--- src/sv/vcd_div.sv ---
`timescale 1ns / 1ps
module vcd_div #(
	parameter int NUM_W = 35,
	parameter int DEN_W = 16
) (
	input  logic             clk,
	input  logic             arst_n,
	input  logic             start,
	input  logic [NUM_W-1:0] num,
	input  logic [DEN_W-1:0] den,
	output logic             busy,
	output logic [NUM_W-1:0] quo
);
	localparam int CW = $clog2(NUM_W + 1);

	logic [NUM_W-1:0] acc_q;
	logic [DEN_W-1:0] rem_q;
	logic [DEN_W-1:0] den_q;
	logic [CW-1:0]    cnt_q;
	logic             busy_q;
	logic [DEN_W:0]   rem_sh;
	logic [DEN_W:0]   rem_nx;
	logic             ge;

	assign rem_sh = {rem_q, acc_q[NUM_W-1]};
	assign ge     = rem_sh >= {1'b0, den_q};
	assign rem_nx = ge ? rem_sh - {1'b0, den_q} : rem_sh;
	assign busy   = busy_q;
	assign quo    = acc_q;

	always_ff @(posedge clk or negedge arst_n) begin
		if (!arst_n) begin
			busy_q <= 1'b0;
			cnt_q  <= '0;
		end else if (start) begin
			busy_q <= 1'b1;
			cnt_q  <= CW'(NUM_W);
		end else if (busy_q) begin
			cnt_q <= cnt_q - 1'b1;
			if (cnt_q == CW'(1)) begin
				busy_q <= 1'b0;
			end
		end
	end

	always_ff @(posedge clk) begin
		if (start) begin
			acc_q <= num;
			rem_q <= '0;
			den_q <= den;
		end else if (busy_q) begin
			acc_q <= {acc_q[NUM_W-2:0], ge};
			rem_q <= rem_nx[DEN_W-1:0];
		end
	end
endmodule

--- config.mk ---
export PLATFORM = sky130hd
export DESIGN_NAME = vcd_div
export DESIGN_NICKNAME = d
export VERILOG_FILES = /design/src/sv/vcd_div.sv
export SDC_FILE = /design/constraint.sdc
export NUM_CORES = 1
export LEC_CHECK = 0
export BUFFER_PORTS_ARGS = -buffer_cell sky130_fd_sc_hd__buf_2
export CORE_ASPECT_RATIO = 1.4
export CORE_MARGIN = 2
export CORE_UTILIZATION = 25
export DETAILED_ROUTE_END_ITERATION = 8
export MAX_ROUTING_LAYER = met4
export PLACE_DENSITY = 0.49
export SLEW_MARGIN = 20
export SYNTH_ARGS = -nofsm -noshare
export SYNTH_HDL_FRONTEND = slang
export SYNTH_SLANG_ARGS = --single-unit
--- constraint.sdc ---
create_clock -name clk -period 3.4 [get_ports clk]
set_clock_uncertainty 0.15 [all_clocks]
set_input_delay 0.17 -clock clk [delete_from_list [all_inputs] [get_ports clk]]
set_output_delay 0.17 -clock clk [all_outputs]
set_load 0.01 [all_outputs]
==> metrics.md, run 1 <==
| Metric | Value |
|---|---|
| Placeable core area | `0.0155 mm2` |
| Cell area after layout | `0.00540 mm2` |
| Switching share of total power | `25.9%` |
| Placed Area | `0.00462 mm2` |
| CTS tree | `built` |
| Layout net count | `565` |
| Cell Area, Synth | `0.00395 mm2` |
| Final setup margin | `0.506 ns` |
| CP Data Required Time | `3.50 ns` |
| Register bit count reported by yosys | `74` |
| Largest net degree at the start of global routing | `36` |
| P_int | `1.73 mW` |
| WS Path Type | `reg -> reg` |
| Clock slew at reported path FFs | `0.06 ns` |
| Clock Tree Buf Depth | `2` |
| Cell Rows | `54` |
| Placed Cells | `626` |
| Worst slew pin tran | `0.824 ns` |
| Seq pwr share | `46.6%` |
| Status | `completed` |
| Area of the multi-input gates | `0.00177 mm2` |
| Vias in the first global route | `3437` |
| Avg Cell Area, Syn | `11.3 um2` |
| Fillers | `1569` |
| DIE HEIGHT | `153 um` |
| Grt ovf | `0` |
| First drt pass iteration count | `6` |
| Achievable clock frequency | `346 MHz` |
| Total CTS buffers | `9` |
| Max transition margin | `44.9%` |
| Area delta synth->final | `36.8%` |
| Max FO, Critical Path | `14` |
| Critical Path AT | `3.00 ns` |
| EDFF count, synth | `51` |
| Comb pwr share | `15.8%` |
| Setup TNS | `0 ns` |
| First-pass GRT wire length | `16900 um` |
| Synth async-reset ratio | `9.46%` |
| Diode count | `0` |
| Starting density of the core | `25.4%` |
| Mapped Cells | `349` |
| Pre-CTS WS | `0.473 ns` |
| Final-report hold violation count | `0` |
| DRT antenna net count | `0` |
| Clock Tree Root | `clkbuf_16` |
| Latest clock arrival within the worst-skew pair | `0.34 ns` |
| DP HPWL | `7110 um` |
| Layout Cells excl Fill | `692` |
| Sequential area share after synthesis | `51.3%` |
| Post_cts resized | `0` |
| Max Cap Viol | `0` |
| Top-Level Pins | `90` |
| Leakage | `2.30 nW` |
| Layout cells sized above 1 | `30.8%` |
| Initial DRC Count | `144` |
| Clock Power Share | `37.6%` |
| WL/cell | `14.7 um` |
| Final hold slack | `0.0214 ns` |
| Vias per cell | `4.71` |
| NetSw | `0.605 mW` |
| I/O Buffers | `89` |
| Initial antenna violation count | `0` |
| Total of warnings raised by yosys | `0` |
| Critical path endpoint category | `flip-flop` |
| Worst hold path type | `in -> reg` |
| P per Cell Area | `431 mW/mm2` |
| Via count | `3259` |
| Final Cycle Share | `85.1%` |
| Die span in x | `110 um` |
| Maximum VDD drop | `0.000204 V` |
| H-tree Lvls | `3` |
| RePlAce Congestion | `0.813` |
| Register Area | `0.00203 mm2` |
| Library cells used by synthesis | `57` |
| Top_reg_cell synth | `edfxtp_1` |
| RSZ-0062 raised after global routing | `false` |
| Total routed wirelength | `10200 um` |
| Mapped Nets | `422` |
| Critical Path Source Type | `flip-flop` |
| Tmin final | `2.89 ns` |
| GRT Overall Usage | `13.2%` |
| Die ar. | `0.0168 mm2` |
| Clk sinks | `74` |
| DRC | `0` |
| Max Slew Vio Count | `0` |
| Setup violations, final | `0` |
[synth_stat cells (8+ instances only)]
library cell   n  area [um2]
mux2_2        36         405
a21oi_1       10        50.1
nand2_1       25        93.8
edfxtp_1      51        1530
nor2_1        28         105
dfxtp_1       16         320
o21ai_0       12        60.1
ha_1          18         225
a311oi_1       8        70.1
inv_1         26        97.6
[path summary, 6_finish.rpt]
| check | from | end | slack (ns) | cells after the start |
|---|---|---|---|---|
| worst max-delay path | den_q[12] | rem_q[7] | 0.51 | 8 |
| min in group asynchronous | arst_n | busy | 0.04 | 2 |
| worst min register to register | rem_q[5] | rem_q[5] | 0.35 | 2 |
| max in group asynchronous | arst_n | cnt_q[4] | 2.91 | 2 |
| worst max register to register | den_q[12] | rem_q[7] | 0.51 | 8 |
| worst min-delay path | num[30] | quo[30] | 0.02 | 2 |
[placed cells by master (no fill, tap or decap), drive strengths merged, types with 8 or more instances in the layout]
cell type    synthesis  final
buf                  6     94
edfxtp              51     51
nor2                28     28
a311oi               8      8
inv                 26     27
clkbuf               7      9
a21oi               10     10
mux2                36     36
nand2               25     25
dlygate4sd3          0     51
dfxtp               16     16
o21ai               14     14
ha                  18     18
[flip-flops by register name (all words and copies together), names as in the netlist]
| name | cells |
|---|---|
| busy | 1 |
| rem_q | 16 |
| den_q | 16 |
| quo | 35 |
| cnt_q | 6 |
[timing repair]
item,4_1_cts,5_1_grt
endpoints found under the hold margin,57,0
hold buffers,51,0
buffers inserted,0,0
[worst max-delay path, stage by stage, from the launching register on]
cell,delay [ns]
edfxtp_1,0.32
inv_1,0.04
ha_1,0.42
nand4_2,0.19
nor4_2,0.30
nor2_1,0.10
a31oi_2,0.70
o311ai_0,0.29
a311oi_1,0.30
[final cells by class]
class / count / share of cell area [%]
Clock buffer: 9 / 4.17
Clock inverter: 6 / 0.811
Inverter: 26 / 1.81
Multi-Input combinational cell: 236 / 32.8
Sequential cell: 74 / 37.5
Tap cell: 196 / 4.54
Timing Repair Buffer: 145 / 18.4
[per-stage QoR]
stage	utilization (%)	total power, mW
CTS	34.8	2.36
floorplan	-	1.30
detailed placement	29.8	1.42
finish	34.8	2.33
global placement	29.8	1.42
global route	34.8	2.45
[routing by layer]
layer / routed length (um) / up-vias / share of wire [%] / global-route usage, %
met4: 206 / 0 / 2.0 / 4.46
met3: 462 / 16 / 4.5 / 2.69
met5: 0 / - / 0 / -
met2: 5190 / 112 / 51 / 21.9
met1: 4340 / 1545 / 43 / 15.8
li1: - / 1586 / - / -
[kinds of logic after synthesis]
kind of cell | share of synthesized area (%)
adder cells (fa/ha/maj) | 6.21
XOR/XNOR | 2.22
AND/OR/NAND/NOR | 11.1
AO/OA/AOI/OAI | 14.5
multiplexers | 10.8
buffers and inverters | 3.86
flip-flops | 51.3
[power groups by stage]
stage | clock network (mW) | registers (mW) | logic, mW
after global routing | 0.941 | 1.10 | 0.409
after detailed placement | 0 | 1.10 | 0.323
after floorplan | 0 | 1.11 | 0.181
final | 0.877 | 1.09 | 0.368
after CTS | 0.904 | 1.09 | 0.370
after global placement | 0 | 1.10 | 0.322
Power figures use the tool's default switching activity.
==> run 2: changes to the inputs <==
Settings changed: RECOVER_POWER set to 25.
==> run 2 against run 1 <==
Effect of this change: fmax grew 0.11%; critical endpoint unchanged; final cell count unchanged; highest routed layer unchanged; cell area about the same; global-route usage unchanged.
==> metrics.md, run 2 (same netlist as run 1, synthesis figures left out) <==
| Metric | Value |
|---|---|
| WS Path Type | `reg -> reg` |
| DP HPWL | `7110 um` |
| Placeable core area | `0.0155 mm2` |
| Critical Path Source Type | `flip-flop` |
| RePlAce Congestion | `0.813` |
| H-tree Lvls | `3` |
| NetSw | `0.602 mW` |
| Seq pwr share | `46.6%` |
| Min-delay src | `num[30]` |
| Comb pwr share | `15.8%` |
| Slowest cell on crit path | `a31oi_2` |
| GRT busiest layer | `met2` |
| DIE HEIGHT | `153 um` |
| I/O Buffers | `89` |
| P per Cell Area | `431 mW/mm2` |
| RSZ-0062 raised after global routing | `false` |
| Largest net degree at the start of global routing | `36` |
| CTS tree | `built` |
| Register Area | `0.00203 mm2` |
| Met1 GRT Util | `15.8%` |
| First drt pass iteration count | `4` |
| Number of flip-flops in the largest register | `35` |
| Starting density of the core | `25.4%` |
| Area of the multi-input gates | `0.00177 mm2` |
| RR Startpoint | `den_q[12]` |
| Diode count | `0` |
| Met3 usage | `2.69%` |
| Max Cap Viol | `0` |
| Commonest non-fill, non-tap cell in the layout | `buf_2` |
| Critical Path AT | `2.99 ns` |
| R2R setup slack | `0.51 ns` |
| Final-report hold violation count | `0` |
| Worst slew pin tran | `1.23 ns` |
| Clk sinks | `74` |
| Max transition margin | `17.8%` |
| Via count | `3256` |
| Total CTS buffers | `9` |
| Initial DRC Count | `130` |
| Die ar. | `0.0168 mm2` |
| Clock slew at reported path FFs | `0.06 ns` |
| Clock Power Share | `37.6%` |
| Final Cycle Share | `85.0%` |
| GRT Overall Usage | `13.2%` |
| Clock Tree Root | `clkbuf_16` |
| Vias per cell | `4.71` |
| Final core occ | `34.7%` |
| Setup violations, final | `0` |
| Latest clock arrival within the worst-skew pair | `0.34 ns` |
| Grt ovf | `0` |
| Critical-path cell list | `inv_1 -> ha_1 -> nand4_2 -> nor4_2 -> nor2_1 -> a31oi_2 -> o311ai_0 -> a311oi_1` |
| Switching share of total power | `25.9%` |
| Max FO, Critical Path | `14` |
| CP Data Required Time | `3.50 ns` |
| Max Slew Vio Count | `0` |
| Hold Crit Depth | `2` |
| Tmin final | `2.89 ns` |
| Setup TNS | `0 ns` |
| Layout cells sized above 1 | `30.2%` |
| Clock Tree Buf Depth | `2` |
| Layout net count | `565` |
| Status | `completed` |
| WL/cell | `14.7 um` |
| Maximum VDD drop | `0.000199 V` |
| Area delta synth->final | `36.7%` |
| Total routed wirelength | `10200 um` |
| DRT antenna net count | `0` |
| Most frequent cells in the layout | `buf_2, edfxtp_1, dlygate4sd3_1` |
| Fillers | `1565` |
| Cell Rows | `54` |
| Post_cts resized | `0` |
| Worst Hold Path EP | `quo[30]` |
| Reg-to-reg endpoint | `rem_q[7]` |
| Met2 usage | `21.9%` |
| First-pass GRT wire length | `16900 um` |
| Top-Level Pins | `90` |
| Worst hold path type | `in -> reg` |
| DRC | `0` |
| Worst r2r path cells | `8` |
| Leakage | `2.30 nW` |
| Critical path endpoint category | `flip-flop` |
| CP peak stage delay | `0.70 ns` |
| Die span in x | `110 um` |
| Initial antenna violation count | `0` |
| Vias in the first global route | `3437` |
| P_int | `1.73 mW` |
| Final hold slack | `0.0258 ns` |
| Achievable clock frequency | `346 MHz` |
==> run 2: critical path: cells and delay by family, from the launching register on <==
family	cells	cell delay (ns)
compound gates	3	1.29
fa+ha+maj	1	0.42
buf+inv	1	0.04
flops	1	0.32
simple gates	3	0.59
==> run 2: through the flow <==
step                      setup slack, ns  instance area (um2)  power, mW  cells
after floorplan                     0.884                 3950       1.30    349
after global placement              0.547                 4620       1.42    626
after detailed placement            0.473                 4620       1.42    626
after CTS                           0.469                 5400       2.36    692
after global routing                0.224                 5400       2.45    692
final                               0.510                 5400       2.33    692
==> run 2: power groups by stage <==
stage / combinational, mW / clock, mW / sequential (mW)
finish: 0.368 / 0.874 / 1.09
global route: 0.409 / 0.941 / 1.10
CTS: 0.370 / 0.904 / 1.09
detailed placement: 0.323 / 0 / 1.10
global placement: 0.322 / 0 / 1.10
floorplan: 0.181 / 0 / 1.11
==> run 2: repair_timing <==
item                                   CTS  global route
hold buffers                            51             0
setup buffers                            0             0
endpoints found under the hold margin   57             0
==> run 2: worst max-delay path by stage <==
stage | from | end | slack [ns] | depth (start not counted)
after floorplan | den_q[8] | quo[0] | 0.88 | 9
after global placement | den_q[12] | rem_q[9] | 0.55 | 8
after detailed placement | den_q[12] | rem_q[7] | 0.47 | 8
after CTS | den_q[12] | rem_q[9] | 0.47 | 8
after global routing | den_q[12] | rem_q[7] | 0.22 | 8
final | den_q[12] | rem_q[7] | 0.51 | 8
==> run 2: layer usage <==
metal / vias up / share of wire [%]
met2: 107 / 51
met1: 1548 / 43
li1: 1585 / -
met5: - / 0
met3: 16 / 4.2
met4: 0 / 2.0
==> run 2: final cells by class <==
type / instances / area share (%)
clock buffer: 9 / 4.17
multi-input combinational: 236 / 32.8
inverter: 26 / 1.81
sequential: 74 / 37.5
timing repair buffer: 145 / 18.3
clock inverter: 6 / 0.811
tap: 196 / 4.54
==> run 3: changes to the inputs <==
Settings changed: CORE_MARGIN 2 to 4, PLACE_DENSITY 0.49 to 0.47.
==> run 3 against run 2 <==
Effect of this change: fmax fell by 0.93%; first-iteration DRC count is 25% lower; non-clock buffer count increased by 1; power increased by 1.8%; flip-flop and latch count stayed put; clock power increased by 5.6%; cell area rose by 0.16%; core utilization up 0.056 points; worst setup slack got worse by 0.027 ns; wire length is 0.83% higher; final cell count up 0.29%; sequential power about the same; critical endpoint is now rem_q[9]; largest power group unchanged.
==> metrics.md, run 3 (same netlist as run 1, synthesis figures left out) <==
| Metric | Value |
|---|---|
| Initial antenna violation count | `0` |
| Vias per cell | `4.69` |
| Max Slew Vio Count | `0` |
| P per Cell Area | `438 mW/mm2` |
| Critical path endpoint category | `flip-flop` |
| Latest clock arrival within the worst-skew pair | `0.34 ns` |
| Clock Tree Root | `clkbuf_16` |
| Worst hold path type | `in -> async` |
| Initial DRC Count | `97` |
| CP peak stage delay | `0.69 ns` |
| Buf/Inv on CP | `1` |
| I/O Buffers | `89` |
| Worst r2r path cells | `8` |
| H-tree Lvls | `3` |
| CP Data Required Time | `3.48 ns` |
| Area delta synth->final | `36.9%` |
| Maximum VDD drop | `0.000259 V` |
| Max FO, Critical Path | `14` |
| CTS tree | `built` |
| Number of flip-flops in the largest register | `35` |
| Clock Power Share | `38.9%` |
| Postcts setup bufs | `0` |
| Final setup margin | `0.483 ns` |
| Total routed wirelength | `10300 um` |
| Largest net degree at the start of global routing | `46` |
| Final Cycle Share | `85.8%` |
| Leakage | `2.27 nW` |
| CP top delay family | `compound AO/OA/AOI/OAI gates` |
| Max transition margin | `4.58%` |
| Total CTS buffers | `9` |
| Placeable core area | `0.0155 mm2` |
| Grt ovf | `0` |
| DIE HEIGHT | `157 um` |
| Max Cap Viol | `0` |
| Achievable clock frequency | `343 MHz` |
| WS Path Type | `reg -> reg` |
| Setup TNS | `0 ns` |
| Via count | `3255` |
| Critical Path Source Type | `flip-flop` |
| Final hold slack | `0.126 ns` |
| Clock Tree Buf Depth | `2` |
| Die ar. | `0.0179 mm2` |
| RePlAce Congestion | `0.810` |
| Top-Level Pins | `90` |
| Critical-path cell list | `inv_1 -> ha_1 -> nand4_2 -> nor4_2 -> nor2_1 -> a31oi_2 -> o311ai_0 -> a311oi_1` |
| Most frequent cells in the layout | `buf_2, dlygate4sd3_1, edfxtp_1` |
| Commonest non-fill, non-tap cell in the layout | `buf_2` |
| First-pass GRT wire length | `16900 um` |
| WL/cell | `14.8 um` |
| Tmin final | `2.92 ns` |
| Slowest cell on crit path | `a31oi_2` |
| Crit path depth | `8` |
| Seq pwr share | `45.7%` |
| RSZ-0062 raised after global routing | `false` |
| Hold_buf cts | `52` |
| Final-report hold violation count | `0` |
| P_int | `1.74 mW` |
| Clk sinks | `74` |
| Worst slew pin tran | `1.43 ns` |
| Pre-CTS WS | `0.507 ns` |
| DP HPWL | `7470 um` |
| Clock slew at reported path FFs | `0.06 ns` |
| Starting density of the core | `25.4%` |
| NetSw | `0.634 mW` |
| Power, Total | `2.37 mW` |
| Die span in x | `114 um` |
| Final core occ | `34.8%` |
| Layout net count | `566` |
| DRC | `0` |
| First drt pass iteration count | `6` |
| GRT Overall Usage | `12.2%` |
| Critical Path AT | `3.00 ns` |
| Switching share of total power | `26.7%` |
| Comb pwr share | `15.4%` |
| Post_cts resized | `0` |
| Status | `completed` |
| DRT antenna net count | `0` |
| Vias in the first global route | `3456` |
| Diode count | `0` |
| Layout cells sized above 1 | `27.9%` |
| Cell Rows | `54` |
| Setup violations, final | `0` |
run 3: stage by stage:
step | cell area, um2 | cells
5_1_grt | 5410 | 694
2_1_floorplan | 3950 | 349
6_report | 5410 | 694
4_1_cts | 5430 | 694
3_5_place_dp | 4620 | 626
3_3_place_gp | 4620 | 626
run 3: worst register-to-register path: cells and delay by family (launching register included):
| kind | cells | cell delay (ns) |
|---|---|---|
| AO/OA/AOI/OAI | 3 | 1.29 |
| adder cells (fa/ha/maj) | 1 | 0.42 |
| buffers and inverters | 1 | 0.04 |
| flip-flops | 1 | 0.32 |
| AND/OR/NAND/NOR | 3 | 0.60 |
run 3: power by group through the flow:
stage	clock [mW]	sequential (mW)	combinational [mW]
floorplan	0	1.11	0.181
global placement	0	1.10	0.325
detailed placement	0	1.10	0.326
CTS	0.959	1.08	0.373
global route	0.999	1.09	0.406
finish	0.923	1.08	0.366
run 3: cell type report:
type                    instances  area, um2
clock buffers                   9        225
clock inverters                 7       60.1
fillers                      1586      10100
inverters                      26       97.6
multi-input cells             236       1770
flip-flops and latches         74       2030
well taps                     196        245
repair buffers                146        982
run 3: final timing paths:
| kind | startpoint | end | slack (ns) |
|---|---|---|---|
| min reg2reg | rem_q[5] | rem_q[5] | 0.35 |
| max reg2reg | den_q[12] | rem_q[9] | 0.48 |
| max in group asynchronous | arst_n | cnt_q[3] | 2.69 |
| min | arst_n | cnt_q[1] | 0.13 |
| max | den_q[12] | rem_q[9] | 0.48 |
| min in group clk | start | rem_q[12] | 0.18 |
run 3: routing by layer:
layer | up-vias | part of all wire [%] | GRT usage [%] | routed length (um)
li1 | 1590 | - | - | -
met1 | 1572 | 43 | 13.7 | 4370
met2 | 84 | 52 | 21.6 | 5380
met3 | 9 | 3.8 | 2.82 | 394
met4 | 0 | 1.1 | 3.45 | 114
met5 | - | 0 | - | 0
